--- src/design/vn2_pkg.sv ---
// Shared constants, types and hash helpers for the 2-D value noise unit.
package vn2_pkg;

    localparam int FRAC_BITS = 16;            // fraction bits of the coordinates, 8..24
    localparam int VAL_W     = 24;            // width of corner values and of the result
    localparam int WGT_W     = VAL_W + 1;     // fade weight, 0 .. 2^24 inclusive
    localparam int PIPE_DEPTH = 9;            // register stages from input to output

    localparam logic [31:0] HASH_C1 = 32'h9E37_79B9;
    localparam logic [31:0] HASH_C2 = 32'h85EB_CA6B;
    localparam logic [31:0] HASH_M1 = 32'h7FEB_352D;
    localparam logic [31:0] HASH_M2 = 32'h846C_A68B;

    // Corner values of one lattice cell.
    typedef struct packed {
        logic [VAL_W-1:0] v00;
        logic [VAL_W-1:0] v10;
        logic [VAL_W-1:0] v01;
        logic [VAL_W-1:0] v11;
    } t_corners;

    // One mixing round: fold a constant and a cell index into the running hash.
    function automatic logic [31:0] mix_round(input logic [31:0] h, input logic [31:0] k,
                                              input logic [31:0] c);
        logic [31:0] sum;
        sum = k + c + (h << 6) + (h >> 2);
        return h ^ sum;
    endfunction

endpackage

--- src/design/vn2_fade.sv ---
// Smoothstep fade 3t^2 - 2t^3 in Q0.24, padded to five register stages.
module vn2_fade (
    input  logic                        i_clk,
    input  logic                        i_en,
    input  logic [vn2_pkg::VAL_W-1:0]   i_t,
    output logic [vn2_pkg::WGT_W-1:0]   o_weight
);

    localparam logic [47:0] HALF48 = 48'd1 << 23;
    localparam logic [49:0] HALF50 = 50'd1 << 23;
    localparam logic [25:0] THREE_ONE = 26'd3 << 24;
    localparam logic [25:0] ONE26 = 26'd1 << 24;

    logic [47:0] r_tt;
    logic [23:0] r_t;
    logic [49:0] r_p;
    logic [vn2_pkg::WGT_W-1:0] r_s;
    logic [vn2_pkg::WGT_W-1:0] r_s_d1;
    logic [vn2_pkg::WGT_W-1:0] r_s_d2;

    logic [23:0] t2;
    logic [25:0] k;
    logic [25:0] s_raw;

    always_comb begin
        t2    = 24'((r_tt + HALF48) >> 24);
        k     = THREE_ONE - {1'b0, r_t, 1'b0};
        s_raw = 26'((r_p + HALF50) >> 24);
    end

    always_ff @(posedge i_clk) begin
        if (i_en) begin
            r_tt   <= 48'(i_t) * 48'(i_t);
            r_t    <= i_t;
            r_p    <= 50'(t2) * 50'(k);
            r_s    <= (s_raw > ONE26) ? ONE26[vn2_pkg::WGT_W-1:0]
                                      : s_raw[vn2_pkg::WGT_W-1:0];
            r_s_d1 <= r_s;
            r_s_d2 <= r_s_d1;
        end
    end

    assign o_weight = r_s_d2;

endmodule

--- config.mk ---
export PLATFORM = sky130hd
export DESIGN_NAME = vn2_fade
export DESIGN_NICKNAME = d
export VERILOG_FILES = /design/src/design/vn2_pkg.sv /design/src/design/vn2_fade.sv
export SDC_FILE = /design/constraint.sdc
export NUM_CORES = 2
export LEC_CHECK = 0
export ABC_AREA = 1
export BUFFER_PORTS_ARGS = -buffer_cell sky130_fd_sc_hd__buf_2
export CORE_MARGIN = 2
export CORE_UTILIZATION = 30
export CTS_CLUSTER_SIZE = 28
export DETAILED_ROUTE_END_ITERATION = 10
export MAX_ROUTING_LAYER = met4
export PLACE_DENSITY_LB_ADDON = 0.3
export RECOVER_POWER = 25
export SETUP_SLACK_MARGIN = 0.05
export SYNTH_ARGS = -nofsm -noshare
export SYNTH_HDL_FRONTEND = slang
export SYNTH_SLANG_ARGS = --single-unit
--- constraint.sdc ---
create_clock -name i_clk -period 16.6 [get_ports i_clk]
set_input_delay 3.32 -clock i_clk [delete_from_list [all_inputs] [get_ports i_clk]]
set_output_delay 3.32 -clock i_clk [all_outputs]
set_load 0.02 [all_outputs]
==> results.md <==
- Status: finished, violations left
- Failing checks: capacitance limit, slew limit
- Number of DRC markers in iteration 0: 2149
- Worst rel slew slack: -15.9%
- EDFF count, synth: 151
- CTS sink count: 151
- Unrepaired setup endpoints after global routing: false
- CTS resizes: 0
- Aggregate global routing overflow: 0
- Synth area leaders: fa_1 (43%), inv_1 (13%), edfxtp_1 (10%)
- Die span in y: 384 µm
- Synth top cells by count: inv_1 (1483), nand2_1 (1131), fa_1 (926)
- Clock Latency Late Sink: 0.48 ns
- Post-Syn Area: 0.0434 mm²
- Fin util: 32.2%
- GR Util All Layers: 18.3%
- Setup TNS Final: 0 ns
- Critical path class: input port to flop
- Number of top-level pins: 51
- CP endpoint kind: flop
- Worst-Margin Slew: 1.74 ns
- Vias per cell: 4.60
- CTS buffer count: 17
- Layout cells sized above 1: 3.66%
- Global-route wire length before repair: 203000 µm
- Routed met3 length: 7650 µm
- Minimum clock period: 10.02 ns
- Worst Path Arrival: 10.25 ns
- Wl on met1: 55400 µm
- Top Metal Used: met4
- Clock Skews: 0.0219 ns
- Setup Buffers After CTS: 0
- Number of diodes: 0
- Initial antenna violation count: 1
- Cells after synthesis: 5239
- Hpwl dp: 103000 µm
- Total wire length: 127000 µm
- Main synth FF type: edfxtp_1
- GP Congestion: 0.954
- Max-cap violations: 5
- Vias in the first global route: 35900
- Worst r2r src: r_tt[0]
- Count leader, synth: inv_1
- Synthesized area per cell: 8.28 µm²
- Seq cells post-synth: 151
- Largest buffer count on any clock path: 2
- Die width: 384 µm
- Hold/Removal Path Class: flop to flop
- Max Clk Rate: 99.8 MHz
- CP Launch Point: i_t[18]
- CTS tree: done
- Drc violations: 0
- Post-synthesis sequential area ratio: 10.5%
- Layout fillers: 15200
- # hold bufs at CTS: 0
- Starting Density: 30.2%
- Critical path, cell by cell: clkbuf_1 > nand2_1 > fa_1 > inv_1 > fa_1 > fa_1 > inv_1 > fa_1 > fa_1 > fa_1 > inv_1 > fa_1 > ha_1 > nand2_1 > nor2_1 > inv_1 > nor3_1 > nand2_1 > nand3_1 > xor2_1
- Worst-path cell with the longest stage delay: clkbuf_1
- Clock Pin Slew Worst Setup and Hold Paths: 0.09 ns
- Syn_nets: 6538
- Startpoint types: input port
- Cell mode on critical path: fa_1
- Cell Rows: 139
- CP max stage delay: 1.20 ns
- # nets final: 6504
- Die footprint: 0.148 mm²
- Final setup viols: 0
- DP Cell Count: 7089
- Max-slew violation count: 103
- Clock Tree Root: clkbuf_16
- Cell variety after synth: 53
- Synth warn: 0
- Synth-to-Final Area Change: 6.50%
- Reg2reg path depth: 33
- Fraction of registers with async set or reset after synthesis: 0%
- WP data required: 16.83 ns
- Final Hold Fails: 0
- Post-synth top area cell: fa_1
- Hold Path Depth: 0
- Largest net degree at the start of global routing: 99
- CP Max Fanout: 25
- Metal2 WL: 60000 µm
- H-tree depth: 4
- Final ANT Viol Nets: 0
- Post-Layout Cell Count: 7121
- Final Cycle Share: 60.4%
- Worst hold start: r_s_d1[16]
- I/O Buffers: 50
- WL per Instance: 17.8 µm
- Via count: 32700
- Post-synth top area share: 42.7%
- Pre-antenna DRT Iters: 7
- Core Area: 0.143 mm²
[worst paths after layout]
check                  to  slack (ns)
max              r_tt[25]        6.58
min          o_weight[16]        0.40
max reg2reg       r_p[38]        7.23
min reg2reg  o_weight[16]        0.40
[worst max-delay path, delay by kind of cell]
kind,cells,cell delay (ns)
adders and majority gates,8,3.97
buffers and inverters,5,1.46
and+or+nand+nor,6,1.05
xor gates and xnor gates,1,0.41
[layout make-up]
cell class / instances / area [µm²] / share of cell area [%]
Clock buffer: 17 / 425 / 0.921
Clock inverter: 15 / 184 / 0.398
Inverter: 1508 / 5660 / 12.3
Multi-Input combinational cell: 3451 / 32600 / 70.5
Sequential cell: 151 / 4530 / 9.82
Tap cell: 1903 / 2380 / 5.15
Timing Repair Buffer: 76 / 444 / 0.961
[kinds of logic (layout without fill, tap and decap cells)]
family / count (synthesis) / count (layout) / share of synthesized area [%]
adders and majority gates: 1273 / 1273 / 52.7
AOI/OAI and AO/OA: 268 / 268 / 3.64
buffers and inverters: 1637 / 1616 / 14.4
and+or+nand+nor: 1846 / 1846 / 17.4
DFF: 151 / 151 / 10.5
xor gates and xnor gates: 64 / 64 / 1.41
[through the flow]
| step | instance area [µm²] | hold slack, ns | setup WS, ns |
|---|---|---|---|
| after floorplan | 43400 | 0.400 | 7.58 |
| after detailed placement | 45600 | 0.405 | 6.75 |
| after CTS | 46300 | 0.407 | 7.27 |
| final | 46200 | 0.402 | 6.58 |
| after global routing | 46200 | 0.412 | 6.15 |
| after global placement | 45600 | 0.401 | 6.75 |
[flip-flops by register name, indices dropped and copies added, names as in the netlist]
register  flops
o_weight     25
r_p          27
r_s          25
r_s_d1       25
r_t          23
r_tt         26
[placed cells by master, fill, tap and decap left out, types with 43 or more instances in the layout]
cell and n:
inv_1 1483, nand2_1 1133, fa_1 926, nor2_1 464, ha_1 347, edfxtp_1 151
a21oi_1 117, nand3_1 95, o21ai_0 68, buf_2 43
[layer usage]
metal  up-vias  global-route usage, %
li1      15100                      -
met1     16600                   23.4
met2       846                   30.1
met3       180                   2.81
met4         0                   4.96
met5         -                      -
Power is left out: the tool's default activity adds up to more than one toggle a clock period on the data nets, which glitch-free logic cannot reach.
