$ cat src/design/vn2_pkg.sv
// Shared constants, types and hash helpers for the 2-D value noise unit.
package vn2_pkg;

    localparam int FRAC_BITS = 16;            // fraction bits of the coordinates, 8..24
    localparam int VAL_W     = 24;            // width of corner values and of the result
    localparam int WGT_W     = VAL_W + 1;     // fade weight, 0 .. 2^24 inclusive
    localparam int PIPE_DEPTH = 9;            // register stages from input to output

    localparam logic [31:0] HASH_C1 = 32'h9E37_79B9;
    localparam logic [31:0] HASH_C2 = 32'h85EB_CA6B;
    localparam logic [31:0] HASH_M1 = 32'h7FEB_352D;
    localparam logic [31:0] HASH_M2 = 32'h846C_A68B;

    // Corner values of one lattice cell.
    typedef struct packed {
        logic [VAL_W-1:0] v00;
        logic [VAL_W-1:0] v10;
        logic [VAL_W-1:0] v01;
        logic [VAL_W-1:0] v11;
    } t_corners;

    // One mixing round: fold a constant and a cell index into the running hash.
    function automatic logic [31:0] mix_round(input logic [31:0] h, input logic [31:0] k,
                                              input logic [31:0] c);
        logic [31:0] sum;
        sum = k + c + (h << 6) + (h >> 2);
        return h ^ sum;
    endfunction

endpackage

$ cat src/design/vn2_blend.sv
// Bilinear blend of the corner values, three register stages ending in the output register.
module vn2_blend (
    input  logic                        i_clk,
    input  logic                        i_en,
    input  vn2_pkg::t_corners           i_corners,
    input  logic [vn2_pkg::WGT_W-1:0]   i_u,
    input  logic [vn2_pkg::WGT_W-1:0]   i_v,
    output logic [vn2_pkg::VAL_W-1:0]   o_value
);

    // a + round((b - a) * w / 2^24), which equals the two-product form exactly
    function automatic logic [23:0] lerp_fin(input logic [23:0] a,
                                             input logic signed [50:0] m);
        logic signed [50:0] q;
        logic signed [25:0] r;
        q = (m + 51'sd8388608) >>> 24;
        r = $signed(q[25:0]) + $signed({2'b00, a});
        return r[23:0];
    endfunction

    logic signed [50:0] r_m0;
    logic signed [50:0] r_m1;
    logic [23:0] r_a0;
    logic [23:0] r_a1;
    logic [vn2_pkg::WGT_W-1:0] r_v;
    logic signed [50:0] r_m;
    logic [23:0] r_r0;
    logic [23:0] r_out;

    logic signed [24:0] d0;
    logic signed [24:0] d1;
    logic [23:0] r0;
    logic [23:0] r1;
    logic signed [24:0] dr;

    always_comb begin
        d0 = $signed({1'b0, i_corners.v10}) - $signed({1'b0, i_corners.v00});
        d1 = $signed({1'b0, i_corners.v11}) - $signed({1'b0, i_corners.v01});
        r0 = lerp_fin(r_a0, r_m0);
        r1 = lerp_fin(r_a1, r_m1);
        dr = $signed({1'b0, r1}) - $signed({1'b0, r0});
    end

    always_ff @(posedge i_clk) begin
        if (i_en) begin
            r_m0  <= 51'(d0) * 51'($signed({1'b0, i_u}));
            r_m1  <= 51'(d1) * 51'($signed({1'b0, i_u}));
            r_a0  <= i_corners.v00;
            r_a1  <= i_corners.v01;
            r_v   <= i_v;
            r_m   <= 51'(dr) * 51'($signed({1'b0, r_v}));
            r_r0  <= r0;
            r_out <= lerp_fin(r_r0, r_m);
        end
    end

    assign o_value = r_out;

endmodule

$ cat config.mk
export PLATFORM = sky130hd
export DESIGN_NAME = vn2_blend
export DESIGN_NICKNAME = d
export VERILOG_FILES = /design/src/design/vn2_pkg.sv /design/src/design/vn2_blend.sv
export SDC_FILE = /design/constraint.sdc
export NUM_CORES = 2
export LEC_CHECK = 0
export ABC_AREA = 1
export BUFFER_PORTS_ARGS = -buffer_cell sky130_fd_sc_hd__buf_2
export CORE_MARGIN = 1
export CORE_UTILIZATION = 35
export DETAILED_ROUTE_END_ITERATION = 6
export PLACE_DENSITY = 0.53
export RECOVER_POWER = 50
export SLEW_MARGIN = 5
export SYNTH_ARGS = -nofsm -noshare
export SYNTH_HDL_FRONTEND = slang
export SYNTH_SLANG_ARGS = --single-unit
$ cat constraint.sdc
create_clock -name i_clk -period 9.6 [get_ports i_clk]
set_input_delay 0.48 -clock i_clk [delete_from_list [all_inputs] [get_ports i_clk]]
set_output_delay 0.48 -clock i_clk [all_outputs]
set_load 0.01 [all_outputs]
==> metrics.md <==
| Metric | Value |
|---|---|
| Max Root-Sink Buffers | `2` |
| WL final | `291000 um` |
| Max_cap viols | `2` |
| Buffers & Inverters on Critical Path | `18` |
| Startpoint types | `flip-flop` |
| H-tree depth | `4` |
| Die H | `471 um` |
| Tcrit/Tclk final | `101%` |
| Clock Sinks | `196` |
| Hold Path Sink | `r_v[17]$_DFFE_PP_` |
| Number of synthesized flops with an enable pin | `196` |
| Clock skew | `0.0237 ns` |
| Top cells by count, synth | `inv_1, nand2_1, fa_1` |
| Max-slew violations | `141` |
| Share of layout cells above drive strength 1 | `15.3%` |
| Worst path required time | `9.93 ns` |
| Vias in the first global route | `69900` |
| Vias | `66200` |
| Synth area leader | `fa_1` |
| Nets | `12700` |
| Slew @ Worst Pin | `4.84 ns` |
| Die X | `471 um` |
| Initial antenna violation count | `9` |
| Top Family by Delay on Critical Path | `adder cells` |
| Relative slew slack | `-222%` |
| Total core area | `0.218 mm2` |
| Highest-delay cell along the critical path | `fa_2` |
| Asr flop ratio synth | `0%` |
| Critical path class | `flip-flop to flip-flop` |
| R2r endpoint | `r_m[47]$_DFFE_PP_` |
| Mean Syn Cell Area | `8.04 um2` |
| DP Wirelength | `241000 um` |
| Die area | `0.222 mm2` |
| Non-filler cells, final | `13100` |
| Crit path DAT | `10.06 ns` |
| RD Place Congestion | `0.981` |
| Post-synth top area share | `41.1%` |
| Synth Flop Type | `edfxtp_1` |
| Hold crit path type | `primary input to flip-flop` |
| Hold path depth | `1` |
| CTS clock-pin slew for the worst setup and hold paths | `0.10 ns` |
| Root buffer cell | `clkbuf_16` |
| Cell row count | `171` |
| Fin worst setup slack | `-0.126 ns` |
| Final Setup Violations | `25` |
| Netlist cell types | `63` |
| RSZ-0062 raised after global routing | `yes` |
| Most common cell in the netlist | `inv_1` |
| Gate Count Post-Synth | `9575` |
| Final hold slack | `0.0765 ns` |
| I/O pin total | `172` |
| Area growth, synth to finish | `17.0%` |
| Placed Cells | `12900` |
| Initial Utilization | `35.3%` |
| Via density | `5.06` |
| Remaining antenna violation count | `0` |
| Worst-path maximum fanout | `6` |
| CTS tree | `done` |
| Drt pass-1 iters | `6` |
| Buffers added on ports | `171` |
| Min cycle time layout | `9.73 ns` |
| 1st-iter DRT viols | `4488` |
| Failing checks | `capacitance limit, slew limit, setup timing` |
| Post-synthesis register bit count | `196` |
| Syn_nets | `12000` |
| CTS buffer count | `17` |
| First-pass GRT wire length | `433000 um` |
| Final number of hold-violating endpoints | `0` |
| Worst-case reg-to-reg path depth | `53` |
| Hold-fix buffers at CTS | `0` |
| Max stage delay on crit path | `0.57 ns` |
| Largest net degree at the start of global routing | `74` |
| R2r setup slk | `-0.13 ns` |
| Critical Path Start | `r_m1[23]$_DFFE_PP_` |
| Setup crit end kind | `flip-flop` |
| Mapped cell area | `0.0770 mm2` |
| Ys Warns | `0` |
| Fmax | `103 MHz` |
| Hold_sp | `i_v[17]` |
| Worst reg2reg path startpoint | `r_m1[23]$_DFFE_PP_` |
| Seq/Total Area, Yosys | `7.65%` |
| Top cells by area, synth | `fa_1, ha_1, inv_1` |
| Total Routing Usage GR | `26.2%` |
| Routed WL per cell | `22.2 um` |
| Worst skew pair latency | `0.57 ns` |
| Grt ovf | `0` |
| Status | `complete, but fails checks` |
| Number of remaining DRC errors | `0` |
==> kinds of logic (layout without fill, tap and decap cells) <==
logic type	Yosys count	in the layout	share of synthesized area [%]
AOI/OAI and AO/OA	613	613	4.63
xor gates and xnor gates	203	203	2.35
adders and majority gates	2302	2302	52.8
buffers and inverters	2680	3331	13.4
DFF	196	196	7.65
other	0	4	0
and+or+nand+nor	3581	3582	19.1
==> through the flow <==
step / setup slack, ns / utilization, % / setup TNS [ns] / area [um2]
2_1_floorplan: 0.322 / - / 0 / 77000
3_5_place_dp: -1.05 / 39.2 / -22.23 / 85400
5_1_grt: -0.654 / 41.3 / -13.17 / 90000
4_1_cts: -0.284 / 40.5 / -4.67 / 88100
6_report: -0.126 / 41.3 / -1.90 / 90000
3_3_place_gp: -0.959 / 39.2 / -20.23 / 85400
==> flip-flops by register name, indices dropped and copies added, names as in the netlist <==
name     cells
r_r0        24
r_a0        24
r_m1        25
r_v         25
r_m0        25
r_m         25
r_a1        24
o_value     24
==> worst reg2reg max path, delay by kind of cell, from the launching register on <==
kind                       cells  cell delay, ns
adders and majority gates     11            4.66
buffers and inverters         18            1.62
and+or+nand+nor               16            1.38
AOI/OAI and AO/OA              5            0.80
xor gates and xnor gates       3            0.59
DFF                            1            0.43
==> layer usage <==
layer / vias up / GRT usage (%) / share of wire (%)
met4: 6 / 10.5 / 4.7
li1: 29700 / - / -
met3: 509 / 3.41 / 6.2
met1: 33700 / 33.1 / 41
met2: 2232 / 44.9 / 49
met5: - / 0 / 0.012
==> worst max path at each step <==
stage	to	slack, ns	cells after the start
finish	r_m[47]$_DFFE_PP_	-0.13	53
global route	r_m[45]$_DFFE_PP_	-0.65	51
CTS	r_m[47]$_DFFE_PP_	-0.28	53
detailed placement	r_m[43]$_DFFE_PP_	-1.05	49
global placement	r_m[43]$_DFFE_PP_	-0.96	49
floorplan	r_m[47]$_DFFE_PP_	0.32	52
==> final cells by class <==
class	instances	area, um2
timing repair buffer	971	7460
tap	2854	3570
antenna	4	10.0
clock inverter	15	233
sequential	196	5890
inverter	2328	8760
fill	22200	128000
clock buffer	17	425
multi-input combinational	6700	63700
==> placed cells by master, fill, tap and decap left out, types with 23 or more instances in the layout <==
cell type	n
nand2_2	78
a21o_1	32
nor3_1	40
a21oi_1	231
nor2_2	48
xnor2_1	41
o21bai_1	23
buf_2	98
nand4_1	57
nand3_2	28
xor2_1	124
or2_2	41
o21ai_1	26
buf_12	39
buf_6	33
edfxtp_1	196
nand3_1	433
nor2_4	43
fa_2	35
inv_1	2236
fa_1	1546
clkbuf_1	73
o21ai_0	104
ha_1	665
a31oi_1	24
nand2_1	1804
ha_4	51
nor2_1	879
nand2_4	36
inv_2	65
a21oi_2	48
buf_4	722
==> what timing repair did <==
action,CTS,global route
pin swaps,141,189
buffers inserted,48,59
gates cloned,1,4
endpoints found under the setup margin,25,25
gates resized for setup,372,354
endpoints found under the hold margin,0,0
Power is not shown: default switching activity piles up to over one toggle a cycle in this logic, so the estimate is an artifact.
